`config.mk`:
```
export PLATFORM = sky130hd
export DESIGN_NAME = i2c_target_register_file
export DESIGN_NICKNAME = d
export VERILOG_FILES = /design/src/rtl/i2crf_pkg.sv /design/src/rtl/i2crf_mem.sv /design/src/rtl/i2crf_ctrl.sv /design/src/rtl/i2c_target_register_file.sv
export VERILOG_INCLUDE_DIRS = /design/src /design/src/rtl
export SDC_FILE = /design/constraint.sdc
export NUM_CORES = 1
export LEC_CHECK = 0
export ABC_AREA = 1
export BUFFER_PORTS_ARGS = -buffer_cell sky130_fd_sc_hd__buf_4
export CAP_MARGIN = 20
export CELL_PAD_IN_SITES_DETAIL_PLACEMENT = 1
export CELL_PAD_IN_SITES_GLOBAL_PLACEMENT = 1
export CORE_ASPECT_RATIO = 0.7
export CORE_MARGIN = 2
export CORE_UTILIZATION = 40
export DETAILED_ROUTE_END_ITERATION = 8
export PLACE_DENSITY_LB_ADDON = 0.1
export SLEW_MARGIN = 25
export SYNTH_ARGS = -nofsm -noshare
export SYNTH_HDL_FRONTEND = slang
export SYNTH_SLANG_ARGS = --single-unit
```
`constraint.sdc`:
```
create_clock -name clk -period 13.2 [get_ports clk]
set_input_delay 3.96 -clock clk [delete_from_list [all_inputs] [get_ports clk]]
set_output_delay 3.96 -clock clk [all_outputs]
set_load 0.02 [all_outputs]
```
`src/rtl/assert_macros.svh`:
```
// ----------------------------------------------------------------------------
// assert_macros.svh
// concurrent assertion helpers, empty when synthesizing
// ----------------------------------------------------------------------------
`ifndef ASSERT_MACROS_SVH
`define ASSERT_MACROS_SVH

`ifndef SYNTHESIS

`define ASSERT_PROP(lbl, clk, rst_n, prop, msg) \
  lbl: assert property (@(posedge clk) disable iff (!rst_n) prop) else $error(msg);

`define ASSERT_NEVER(lbl, clk, rst_n, cond, msg) \
  lbl: assert property (@(posedge clk) disable iff (!rst_n) !(cond)) else $error(msg);

`else

`define ASSERT_PROP(lbl, clk, rst_n, prop, msg)

`define ASSERT_NEVER(lbl, clk, rst_n, cond, msg)

`endif

`endif

```
`src/rtl/i2crf_pkg.sv`:
```
// ----------------------------------------------------------------------------
// i2crf_pkg
// types, codes and reset contents shared by the i2c target register file
// ----------------------------------------------------------------------------
package i2crf_pkg;

  localparam logic [2:0] OP_WR_ADDR  = 3'd0;
  localparam logic [2:0] OP_BYTE_RX  = 3'd1;
  localparam logic [2:0] OP_RD_ADDR  = 3'd2;
  localparam logic [2:0] OP_BYTE_TX  = 3'd3;
  localparam logic [2:0] OP_STOP     = 3'd4;
  localparam logic [2:0] OP_BUS_ERR  = 3'd5;
  localparam logic [2:0] OP_LOCAL_RD = 3'd6;
  localparam logic [2:0] OP_LOCAL_WR = 3'd7;

  localparam logic [2:0] PH_IDLE = 3'd0;
  localparam logic [2:0] PH_PTR  = 3'd1;
  localparam logic [2:0] PH_RX   = 3'd2;
  localparam logic [2:0] PH_TX   = 3'd3;

  localparam logic [7:0] CMD_RESET = 8'h01;
  localparam logic [7:0] CMD_RELOAD = 8'h02;
  localparam logic [7:0] CMD_BOOT  = 8'h03;

  localparam logic [7:0] BYTE_EMPTY = 8'hFF;
  localparam logic [7:0] BYTE1_INIT = 8'hAA;
  localparam logic [7:0] BYTE2_INIT = 8'h10;
  localparam logic [7:0] BYTE3_INIT = 8'h01;

  typedef struct packed {
    logic [2:0] operation;
    logic [7:0] data_in;
    logic [7:0] reg_index;
  } in_req_t;

  typedef struct packed {
    logic [7:0] data_out;
    logic       data_valid;
    logic       write_done;
    logic       read_done;
    logic       reset_request;
    logic       boot_request;
  } out_rsp_t;

  typedef struct packed {
    logic       rd_en;
    logic       wr_en;
    logic [7:0] addr;
    logic [7:0] wdata;
  } mem_req_t;

  typedef struct packed {
    out_rsp_t rsp;
    logic     use_mem;
  } rsp_info_t;

  function automatic logic [7:0] reset_byte(input logic [7:0] addr);
    logic [7:0] b;
    case (addr)
      8'd1:    b = BYTE1_INIT;
      8'd2:    b = BYTE2_INIT;
      8'd3:    b = BYTE3_INIT;
      default: b = 8'h00;
    endcase
    return b;
  endfunction

endpackage

```
`src/rtl/i2crf_mem.sv`:
```
// ----------------------------------------------------------------------------
// i2crf_mem
// register byte store, one port, registered read, per-entry written flags
// ----------------------------------------------------------------------------
module i2crf_mem import i2crf_pkg::*; #(
  parameter int REG_BYTES = 128
) (
  input  logic       clk,
  input  logic       rst_n,
  input  mem_req_t   mem_req,
  output logic [7:0] rd_data
);

  localparam int AW = $clog2(REG_BYTES);

  logic [7:0]           mem [REG_BYTES];
  logic [REG_BYTES-1:0] vld_r;
  logic [7:0]           rd_q_r;
  logic [7:0]           rd_init_r;
  logic                 rd_vld_r;
  logic [AW-1:0]        addr;

  assign addr = mem_req.addr[AW-1:0];

  always_ff @(posedge clk) begin
    if (mem_req.wr_en) begin
      mem[addr] <= mem_req.wdata;
    end
    if (mem_req.rd_en) begin
      rd_q_r    <= mem[addr];
      rd_vld_r  <= vld_r[addr];
      rd_init_r <= reset_byte(mem_req.addr);
    end
  end

  // entries never written read back their reset contents
  always_ff @(posedge clk) begin
    if (!rst_n) begin
      vld_r <= '0;
    end else if (mem_req.wr_en) begin
      vld_r[addr] <= 1'b1;
    end
  end

  assign rd_data = rd_vld_r ? rd_q_r : rd_init_r;

endmodule

```
`src/rtl/i2crf_ctrl.sv`:
```
// ----------------------------------------------------------------------------
// i2crf_ctrl
// bus phase, register pointer and command byte; issues memory requests
// ----------------------------------------------------------------------------
module i2crf_ctrl import i2crf_pkg::*; #(
  parameter int REG_BYTES = 128
) (
  input  logic      clk,
  input  logic      rst_n,
  input  logic      fire,
  input  in_req_t   req,
  output mem_req_t  mem_req,
  output rsp_info_t info
);

  localparam logic [8:0] DEPTH = 9'(REG_BYTES);

  logic [2:0] phase_r, phase_nxt;
  logic [7:0] ptr_r, ptr_nxt;
  logic [7:0] cmd_r, cmd_nxt;
  logic       ptr_in, idx_in;
  mem_req_t   mreq;

  assign ptr_in = {1'b0, ptr_r} < DEPTH;
  assign idx_in = {1'b0, req.reg_index} < DEPTH;

  always_comb begin
    phase_nxt = phase_r;
    ptr_nxt   = ptr_r;
    cmd_nxt   = cmd_r;
    mreq      = '0;
    info      = '0;
    case (req.operation)
      OP_WR_ADDR: begin
        phase_nxt = PH_PTR;
      end
      OP_BYTE_RX: begin
        if (phase_r == PH_PTR) begin
          ptr_nxt   = req.data_in;
          phase_nxt = PH_RX;
        end else if (phase_r == PH_RX && ptr_in) begin
          ptr_nxt = ptr_r + 8'd1;
          if (ptr_r == 8'd0) begin
            cmd_nxt = req.data_in;
          end else begin
            mreq.wr_en = 1'b1;
            mreq.addr  = ptr_r;
            mreq.wdata = req.data_in;
          end
        end
      end
      OP_RD_ADDR, OP_BYTE_TX: begin
        if (req.operation == OP_RD_ADDR) begin
          phase_nxt = PH_TX;
        end
        info.rsp.data_valid = 1'b1;
        if (ptr_in) begin
          ptr_nxt = ptr_r + 8'd1;
          if (ptr_r == 8'd0) begin
            info.rsp.data_out = cmd_r;
          end else begin
            mreq.rd_en   = 1'b1;
            mreq.addr    = ptr_r;
            info.use_mem = 1'b1;
          end
        end else begin
          info.rsp.data_out = BYTE_EMPTY;
        end
      end
      OP_STOP: begin
        if (phase_r == PH_RX) begin
          info.rsp.write_done = 1'b1;
          case (cmd_r)
            CMD_RESET: info.rsp.reset_request = 1'b1;
            CMD_RELOAD: begin
              mreq.wr_en = 1'b1;
              mreq.addr  = 8'd1;
              mreq.wdata = BYTE1_INIT;
            end
            CMD_BOOT:  info.rsp.boot_request = 1'b1;
            default:   ;
          endcase
          cmd_nxt = 8'h00;
        end else if (phase_r == PH_TX) begin
          info.rsp.read_done = 1'b1;
        end
        phase_nxt = PH_IDLE;
      end
      OP_BUS_ERR: begin
        phase_nxt = PH_IDLE;
      end
      OP_LOCAL_RD: begin
        info.rsp.data_valid = 1'b1;
        if (!idx_in) begin
          info.rsp.data_out = BYTE_EMPTY;
        end else if (req.reg_index == 8'd0) begin
          info.rsp.data_out = cmd_r;
        end else begin
          mreq.rd_en   = 1'b1;
          mreq.addr    = req.reg_index;
          info.use_mem = 1'b1;
        end
      end
      OP_LOCAL_WR: begin
        if (idx_in) begin
          if (req.reg_index == 8'd0) begin
            cmd_nxt = req.data_in;
          end else begin
            mreq.wr_en = 1'b1;
            mreq.addr  = req.reg_index;
            mreq.wdata = req.data_in;
          end
        end
      end
      default: ;
    endcase
  end

  always_comb begin
    mem_req       = mreq;
    mem_req.rd_en = mreq.rd_en & fire;
    mem_req.wr_en = mreq.wr_en & fire;
  end

  always_ff @(posedge clk) begin
    if (!rst_n) begin
      phase_r <= PH_IDLE;
      ptr_r   <= 8'd0;
      cmd_r   <= 8'h00;
    end else if (fire) begin
      phase_r <= phase_nxt;
      ptr_r   <= ptr_nxt;
      cmd_r   <= cmd_nxt;
    end
  end

endmodule

```
`src/rtl/i2c_target_register_file.sv`:
```
// ----------------------------------------------------------------------------
// i2c_target_register_file
// register map behind an i2c target with pointer auto-increment
// ----------------------------------------------------------------------------
// in_data carries one decoded bus event or local access per request on a
// valid/ready channel; out_data returns exactly one response per request.
// latency: the response is valid in the cycle after the request is taken.
// throughput: one request per cycle while out_ready is high; the single-port
// byte store sees at most one read or one write per request.
// byte 0 (command byte) lives in a flop, the other bytes in the store;
// a stop after a write runs the command and clears byte 0.
// reset: pointer 0, phase idle, bytes 1..3 read back 0xaa, 0x10, 0x01 and
// all others 0 until written; no request is taken while rst_n is low.
// stall: the response stays in the output register while out_ready is
// low and in_ready drops; a new request is taken in the same cycle that
// the pending response is taken.
// ----------------------------------------------------------------------------
`include "assert_macros.svh"

module i2c_target_register_file import i2crf_pkg::*; #(
  parameter int REG_BYTES = 128
) (
  input  logic     clk,
  input  logic     rst_n,
  input  logic     in_valid,
  output logic     in_ready,
  input  in_req_t  in_data,
  output logic     out_valid,
  input  logic     out_ready,
  output out_rsp_t out_data
);

  logic       in_fire;
  logic       out_valid_r;
  rsp_info_t  info;
  rsp_info_t  info_r;
  mem_req_t   mem_req;
  logic [7:0] rd_data;

  assign in_ready = rst_n & (~out_valid_r | out_ready);
  assign in_fire  = in_valid & in_ready;

  i2crf_ctrl #(
    .REG_BYTES (REG_BYTES)
  ) u_ctrl (
    .clk     (clk),
    .rst_n   (rst_n),
    .fire    (in_fire),
    .req     (in_data),
    .mem_req (mem_req),
    .info    (info)
  );

  i2crf_mem #(
    .REG_BYTES (REG_BYTES)
  ) u_mem (
    .clk     (clk),
    .rst_n   (rst_n),
    .mem_req (mem_req),
    .rd_data (rd_data)
  );

  always_ff @(posedge clk) begin
    if (!rst_n) begin
      out_valid_r <= 1'b0;
    end else if (in_fire) begin
      out_valid_r <= 1'b1;
    end else if (out_ready) begin
      out_valid_r <= 1'b0;
    end
  end

  always_ff @(posedge clk) begin
    if (in_fire) begin
      info_r <= info;
    end
  end

  always_comb begin
    out_data = info_r.rsp;
    if (info_r.use_mem) begin
      out_data.data_out = rd_data;
    end
  end

  assign out_valid = out_valid_r;

  `ASSERT_PROP(a_rsp_follows_req, clk, rst_n, in_fire |=> out_valid, "request gave no response")
  `ASSERT_PROP(a_stall_blocks_in, clk, rst_n, (out_valid && !out_ready) |-> !in_ready, "request taken while response stalled")
  `ASSERT_PROP(a_stop_no_data, clk, rst_n, (in_fire && in_data.operation == OP_STOP) |=> !out_data.data_valid, "stop produced a data byte")

endmodule

```
# Word-level counts from Yosys, hierarchy flattened
# Memory sizes are Yosys's and may differ from the RTL's. A register that Yosys moved wholly into a read port is not among the register bits.
# Index checks and enable logic that the tools add are counted.
# op_classes
add_sub_neg	1
order_cmp	4
eq_ne	26
mux	53
bitwise_logic	8
n_reduce_logical	16
# op_table
operator	n
8-bit 2-to-1 mux	19
128-bit bitwise OR	1
17-bit 2-to-1 mux	7
8-bit case mux with 3 select lines	3
8-bit case mux with 5 select lines	1
8-bit by 2-bit equality test with 1-bit output, second input constant	4
9-bit case mux with 2 select lines	1
8-bit by 1-bit equality test with 1-bit output, second input constant	2
8-bit logical NOT	2
8-bit < comparator, second input constant	2
2-bit by 1-bit != test with 1-bit output, second input constant	8
8-bit case mux with 2 select lines	1
1-bit 2-to-1 mux	14
3-bit by 2-bit equality test with 1-bit output, second input constant	4
3-bit equality test, second input constant	4
3-bit case mux with 4 select lines	1
8-bit by 1-bit adder with 8-bit output, second input constant	1
7-bit by 8-bit < comparator with 1-bit output, second input constant	1
4-bit AND reduction	2
8-bit AND reduction	1
1-bit binary-select mux with 7-bit select	1
1-bit demux with 7-bit select	1
7-bit by 1-bit >= comparator with 1-bit output, second input constant	1
3-bit by 1-bit equality test with 1-bit output, second input constant	2
15 further kinds	24
# word_totals
reg_bits	171
ram_bits	1024
input_bits	23
out_inout_bits	15
wordCells	123
mem_count	1
# mem_list
memory	words	width	rd	rd_clocked_by_memory_dff	wr	line_no	rtl
u_mem.mem	128	8	1	1	1	i2crf_mem.sv:16	logic [7:0] mem [REG_BYTES];

# Longest topological paths before layout
# Gate-level depths: netlist of the first run.
# logic_depth
depth_word	10
ltp_mapped	24
mapped_depth_nobuf	22

# Cells and area by module
# Synthesis of the first run repeated with hierarchy kept, for this count alone.
# unflattened
cells_unflattened	5481
hier_area_um2	52155.0
# by_module_without_submodules
mod	instances	cells_per_inst	area_each_um2	seq_area_each_um2
i2crf_mem	1	5151	49960.4	33672.3
i2crf_ctrl	1	277	1574.0	360.3
i2c_target_register_file	1	53	620.6	440.4

# Worst setup path after synthesis of the first run
# No wires, ideal clock.
# synth_timing
kind	input -> register
startpoint	input port in_data[18] (netlist name)
endpoint	memory u_mem.mem[0][7], data pin
setup_time_ns	1.198
arrival_ns	9.529
required_ns	12.002
setup_slack_ns	2.473
path_stages	7
cell_sequence	inv_2 -> nand3_1 -> nor2_1 -> nand2_1 -> o31ai_1 -> inv_1 -> o21ai_0
# synth_lines
element	line_no	rtl
from (decl)	i2c_target_register_file.sv:27	input in_req_t in_data,
to (decl)	i2crf_mem.sv:16	

# Worst setup path after layout of the first run
# layout_timing
startpoint	input port rst_n
endpoint	output port in_ready
# layout_between
elab_chain_cells	1
# layout_lines
element	line_no	rtl
from (decl)	i2c_target_register_file.sv:24	input logic rst_n,
1-bit bitwise AND	i2c_target_register_file.sv:40	assign in_ready = rst_n & (~out_valid_r | out_ready);
to (decl)	i2c_target_register_file.sv:26	output logic in_ready,
# No other way between the ends.

==> results of run 1 <==
[cells by family (layout without fill, tap and decap cells)]
kind of cell | after synthesis | count (layout)
other cells | 0 | 2
buf+inv | 711 | 742
fa+ha+maj | 2 | 2
xor+xnor | 1 | 1
flops | 1197 | 1197
simple gates | 3495 | 3495
compound gates | 217 | 217
[metal layers]
metal  up-vias  GRT usage  part of all wire
met3       184     0.0401             0.055
met1     19200      0.378              0.48
li1      18000          -                 -
met4         0     0.0605             0.019
met5         -          0                 0
met2       877      0.388              0.44
[layout make-up]
type / instances / area, um^2 / share of cell area
multi-input combinational: 3715 / 15300 / 0.261
clock inverter: 54 / 479 / 0.00819
inverter: 402 / 1520 / 0.0260
antenna: 2 / 5.00 / 0.0000855
sequential: 1197 / 34500 / 0.589
clock buffer: 189 / 3710 / 0.0635
tap: 1751 / 2190 / 0.0374
timing repair buffer: 97 / 872 / 0.0149
[stage by stage]
step | hold slack, ns | instance area (um^2) | setup WS, ns | instances | total power, W
after floorplan | 0.430 | 52400 | 2.47 | 5623 | 0.00438
after global placement | 0.436 | 54200 | 4.13 | 7157 | 0.00452
after detailed placement | 0.440 | 54300 | 4.08 | 7161 | 0.00453
after CTS | 0.449 | 58500 | 4.35 | 7404 | 0.00816
after global routing | 0.466 | 58500 | 4.27 | 7405 | 0.00834
final | 0.449 | 58500 | 4.35 | 7407 | 0.00810
[registers in the layout, summed over array words and instances, names as in the netlist]
name	cells
info_r	9
out_data	5
u_mem.mem	1024
u_ctrl.cmd_r	8
u_ctrl.phase_r	2
u_ctrl.ptr_r	8
u_mem.rd_vld_r	1
u_mem.rd_init_r	3
u_mem.rd_q_r	8
u_mem.vld_r	128
out_valid	1
[cell usage after synthesis]
cell | n | area [um^2]
a211oi_1 | 11 | 82.6
o21ai_1 | 7 | 35.0
a21boi_1 | 1 | 7.51
nand2_4 | 2 | 22.5
o211ai_1 | 11 | 82.6
a22o_1 | 2 | 17.5
buf_1 | 57 | 214
nor2_2 | 23 | 144
ha_1 | 2 | 25.0
a21oi_2 | 2 | 17.5
xor2_1 | 1 | 8.76
clkinv_1 | 5 | 18.8
inv_1 | 382 | 1430
o31ai_1 | 1 | 7.51
nor2_1 | 143 | 537
o22ai_1 | 2 | 12.5
o21ai_0 | 24 | 120
clkinv_2 | 1 | 5.00
nor3_1 | 12 | 60.1
nand3b_1 | 7 | 52.6
nand2_1 | 2811 | 10600
a22oi_1 | 2 | 15.0
nand3_1 | 488 | 2440
dfxtp_1 | 147 | 2940
edfxtp_1 | 1050 | 31500
o21a_1 | 2 | 15.0
nand4_1 | 2 | 12.5
a31oi_1 | 4 | 25.0
or2_1 | 2 | 12.5
a221oi_1 | 1 | 8.76
buf_6 | 2 | 22.5
o21ai_2 | 1 | 8.76
a21oi_1 | 146 | 731
nor4_1 | 1 | 6.26
nand2_2 | 2 | 12.5
clkbuf_1 | 138 | 518
or2_0 | 1 | 6.26
buf_4 | 10 | 75.1
inv_2 | 14 | 52.6
nor2_4 | 1 | 11.3
buf_2 | 102 | 510
[power groups by stage]
| stage | sequential, W | clock, W | combinational (W) |
|---|---|---|---|
| 2_1_floorplan | 0.00417 | 0 | 0.000209 |
| 3_3_place_gp | 0.00417 | 0 | 0.000355 |
| 3_5_place_dp | 0.00417 | 0 | 0.000359 |
| 4_1_cts | 0.00409 | 0.00372 | 0.000360 |
| 5_1_grt | 0.00408 | 0.00386 | 0.000396 |
| 6_report | 0.00409 | 0.00365 | 0.000359 |
[worst min-delay path, stage by stage, from the launching register on]
cell and delay (ns):
dfxtp_1 0.31, inv_1 0.05, a21oi_1 0.05
[worst min path at each step]
stage                             endpoint  cells past startpoint
after floorplan           u_mem.vld_r[105]                      2
after global placement     u_mem.vld_r[67]                      2
after detailed placement   u_mem.vld_r[96]                      2
after CTS                  u_mem.vld_r[96]                      2
after global routing      u_mem.vld_r[112]                      2
final                      u_mem.vld_r[96]                      2
==> out/results.tsv, run 1 <==
metric	value	unit
outcome	complete, no violations	
vias per cell	5.17	
Clk Latency, worst-skew pair	0.77	ns
Synth Area in Compound Gates	0.0226	
Die Width	437	um
number of global-route vias before repair	38800	
commonest non-fill, non-tap cells in the layout	2,810 x nand2_1, 1,050 x edfxtp_1, 488 x nand3_1	
Adder-Cell Fraction of Synth Area	0.000477	
io pins	38	
max_cap viols	0	
Reg clk slew, reported paths	0.06	ns
routed vias	38300	
mux contribution to synthesized area	0	
Max Freq	113	MHz
first-pass GRT wire length	255000	um
# nets final	5569	
Mapped Cells	5623	
fillers	14700	
CTS max path bufs	3	
CP required	9.24	ns
layout cells sized above 1	0.0582	
Reg2Reg Capture Point	u_mem.rd_q_r[2]	
Hold Crit Start	u_mem.vld_r[96]	
cts hold-fix bufs	0	
Crit path top cell by count	buf_4	
final slew viol count	0	
RSZ-0062 raised after global routing	false	
Initial Util	0.402	
Util after Layout	0.449	
hold violation count in the final report	0	
CTS sink cnt	1197	
area share of and/or/nand/nor cells after synthesis	0.265	
CP endpoint kind	primary output	
post-CTS setup buffer count	0	
total routed wirelength	170000	um
Max IR drop VDD	0.110	mV
slew at the pin closest to its max-slew limit	1.11	ns
Critical Path Sink	in_ready	
post-synth cell types	41	
H-Tree Depth	4	
CP peak stage delay	0.46	ns
CTS root buf	clkbuf_16	
clock share of power	0.451	
Fin Setup TNS	0	ns
main combinational cell family by area after synthesis	simple AND/OR/NAND/NOR gates	
critical path startpoint	rst_n	
Net Switching	0.00185	W
post_cts resized	0	
worst hold path class	reg2reg	
initial antenna violation count	8	
GRT Total Usage	0.254	
CTS tree	built	
YS warnings	0	
CP cell instances	buf_4 -> inv_6 -> a21oi_1 -> buf_4	
total leakage power	24.4	nW
power share of the combinational group	0.044	
CORE AREA	0.130	mm^2
Synth Net Count	5648	
worst-path fanout max	66	
Port Buf Inserts	37	
WP data arrival	4.89	ns
R2R setup slack	7.40	ns
sequential fraction of the synthesis area	0.658	
power density cells	138	mW/mm^2
Setup Skew	0.0252	ns
Die Height	307	um
Bufs and invs on worst path	3	
CTS Buf Count	131	
DR WL/cell	22.9	um
Overflow after GRT	0	
Starting DRT DRC Count	3138	
reg2reg path depth	23	
sequential share of power	0.505	
Mean Syn Cell Area	9.32	um^2
DRC viols	0	
minimum clock period	8.85	ns
flops & latches, synth	1197	
max_slew headroom	0.262	
Site Rows	111	
First-pass DRT Iterations	5	
hpwl dp	97800	um
Post-Synth XOR/XNOR Area	0.000167	
WP depth	4	
Net Sw Frac	0.228	
Syn-to-layout area delta	11.7	%
Top Family by Delay on Critical Path	buffers and inverters	
internal power	0.00625	W
GP Congestion	0.825	
Antenna Violating Nets Remaining	0	
Synth Cell Area	0.0524	mm^2
FF-to-FF Start	u_ctrl.ptr_r[0]	
WS Path Type	in2out	
Final Cycle Share	0.670	
Die Area	0.134	mm^2
CP Launch Type	primary input	
largest net degree at the start of global routing	169	
Setup-failing EPs final	0	
CP max stage cell	inv_6	
commonest non-fill, non-tap cell in the layout	nand2_1	
(Power assumes the default switching activity.)
==> run 2, diff against run 1 <==
clock period = 9 ns   (was 13.2 ns; I/O delays follow)
==> out/results.tsv, run 2 (synthesis gave the netlist of run 1 again) <==
metric	value	unit	change
Die Height	307	um	unchanged
reg2reg path depth	20		-13%
Placement Cell Area	0.0544	mm^2	+0.26%
slew at the pin closest to its max-slew limit	1.21	ns	+0.0990 ns
sequential share of power	0.517		+0.012
CP required	9.38	ns	+0.14 ns
Final Cycle Share	0.695		
CTS tree	built		
routed vias	38400		+0.11%
Reg2Reg Capture Point	u_mem.rd_vld_r		
Site Rows	111		unchanged
# nets final	5560		-0.16%
Port Buf Inserts	37		unchanged
DR WL/cell	23.7	um	+3.4%
Overflow after GRT	0		unchanged
CTS root buf	clkbuf_16		
worst-path fanout max	37		-44%
R2R setup slack	4.20	ns	-3.20 ns
Max Freq	160	MHz	
power density cells	199	mW/mm^2	+44%
First-pass DRT Iterations	5		unchanged
H-Tree Depth	3		-1
max_cap viols	0		unchanged
Net Switching	0.00264	W	+43%
CORE AREA	0.130	mm^2	unchanged
final slew viol count	0		unchanged
post-CTS setup buffer count	0		unchanged
final setup margin	2.74	ns	-1.61 ns
WP data arrival	6.64	ns	+1.75 ns
top flop regs	u_mem.mem (1024), u_mem.vld_r (128), info_r (9)		
max_slew headroom	0.194		-0.0679
number of global-route vias before repair	38700		-0.34%
cts hold-fix bufs	0		unchanged
hold path cells	2		unchanged
Die Area	0.134	mm^2	unchanged
internal power	0.00895	W	+43%
dpl ws	2.00	ns	-2.08 ns
largest net degree at the start of global routing	156		-7.7%
DRC viols	0		unchanged
total leakage power	24.3	nW	-0.42%
layout cells sized above 1	0.0592		+0.00103
outcome	complete, no violations		
Most flops, register	u_mem.mem		
Reg clk slew, reported paths	0.06	ns	about the same
Antenna Violating Nets Remaining	0		unchanged
RSZ-0062 raised after global routing	false		
CP endpoint kind	flip-flop		
io pins	38		unchanged
CTS Buf Count	120		-8.4%
Syn-to-layout area delta	11.3	%	
Setup Skew	0.0307	ns	+0.00558 ns
Initial Util	0.402		unchanged
Starting DRT DRC Count	3514		+12%
CTS sink cnt	1197		unchanged
Largest register FFs	1024		unchanged
total routed wirelength	175000	um	+3.2%
worst hold path class	reg2reg		
Worst Hold End	u_mem.vld_r[113]		
Net Sw Frac	0.228		about the same
Clk Latency, worst-skew pair	0.74	ns	-0.03 ns
CP Launch Type	primary input		
fillers	14700		+0.10%
Max IR drop VDD	0.178	mV	+62%
FF-to-FF Start	u_ctrl.ptr_r[0]		
Die Width	437	um	unchanged
Setup-failing EPs final	0		unchanged
clock share of power	0.437		-0.014
hpwl dp	101000	um	+3.6%
worst hold slack	0.450	ns	+0.00111 ns
commonest non-fill, non-tap cell in the layout	nand2_1		
overall power consumption	0.0116	W	+43%
Util after Layout	0.447		-0.00154
Hold Crit Start	u_mem.vld_r[113]		
first-pass GRT wire length	260000	um	+2.3%
minimum clock period	6.26	ns	
WS Path Type	in2reg		
commonest non-fill, non-tap cells in the layout	2,810 x nand2_1, 1,050 x edfxtp_1, 488 x nand3_1		
power share of the combinational group	0.046		+0.002
vias per cell	5.19		+0.30%
fin area	0.0583	mm^2	-0.34%
CTS max path bufs	3		unchanged
initial antenna violation count	3		-5
GP Congestion	0.849		+2.8%
post_cts resized	0		unchanged
hold violation count in the final report	0		unchanged
GRT Total Usage	0.260		+0.00631
==> run 2: changes by cell type in the layout (fill, tap and decap cells not counted), sizes merged <==
cell,delta
clkbuf,-32
clkinv,+12
inv,-3
clkinvlp,+3
bufinv,+4
buf,+2
==> run 2: critical path, stage by stage <==
cell	delay, ns
buf_4	0.10
inv_2	0.04
nand2_1	0.21
o21ai_2	0.17
a31oi_1	0.52
inv_1	0.26
nor2_4	0.13
buf_4	0.49
nand2_1	0.46
nor2_2	0.77
nand2_1	0.33
inv_1	0.41
==> run 2: power by group through the flow <==
stage                     logic, W  registers, W  clock network (W)
after CTS                 0.000534       0.00599            0.00514
final                     0.000535       0.00599            0.00506
after global placement    0.000529       0.00611                  0
after floorplan           0.000306       0.00611                  0
after global routing      0.000586       0.00599            0.00535
after detailed placement  0.000532       0.00611                  0
==> run 2: layer usage <==
| metal | global-route usage | vias up | wire, um |
|---|---|---|---|
| met5 | 0 | - | 28 |
| met2 | 0.383 | 924 | 75200 |
| li1 | - | 18000 | - |
| met4 | 0.0558 | 4 | 3470 |
| met3 | 0.0385 | 218 | 9360 |
| met1 | 0.404 | 19200 | 87300 |
==> run 2: final cells by class <==
| class | instances | area [um^2] | share of cell area |
|---|---|---|---|
| clock inverter | 70 | 608 | 0.0104 |
| antenna | 2 | 5.00 | 0.0000858 |
| sequential | 1197 | 34500 | 0.591 |
| clock buffer | 157 | 3270 | 0.0561 |
| multi-input combinational | 3715 | 15300 | 0.262 |
| inverter | 402 | 1520 | 0.0261 |
| timing repair buffer | 99 | 976 | 0.0167 |
| tap | 1751 | 2190 | 0.0376 |
==> run 2: worst max path at each step <==
stage,start,endpoint
global placement,in_data[18],u_mem.mem[108][5]
CTS,rst_n,in_ready
detailed placement,in_data[18],u_mem.mem[29][2]
finish,in_data[18],u_mem.mem[84][0]
floorplan,in_data[18],u_mem.mem[0][7]
global route,in_data[17],u_mem.mem[29][2]
==> run 2: stage by stage <==
| stage | setup TNS (ns) | cells |
|---|---|---|
| 4_1_cts | 0 | 7391 |
| 3_5_place_dp | 0 | 7164 |
| 6_report | 0 | 7393 |
| 5_1_grt | 0 | 7391 |
| 2_1_floorplan | -119.46 | 5623 |
| 3_3_place_gp | 0 | 7163 |
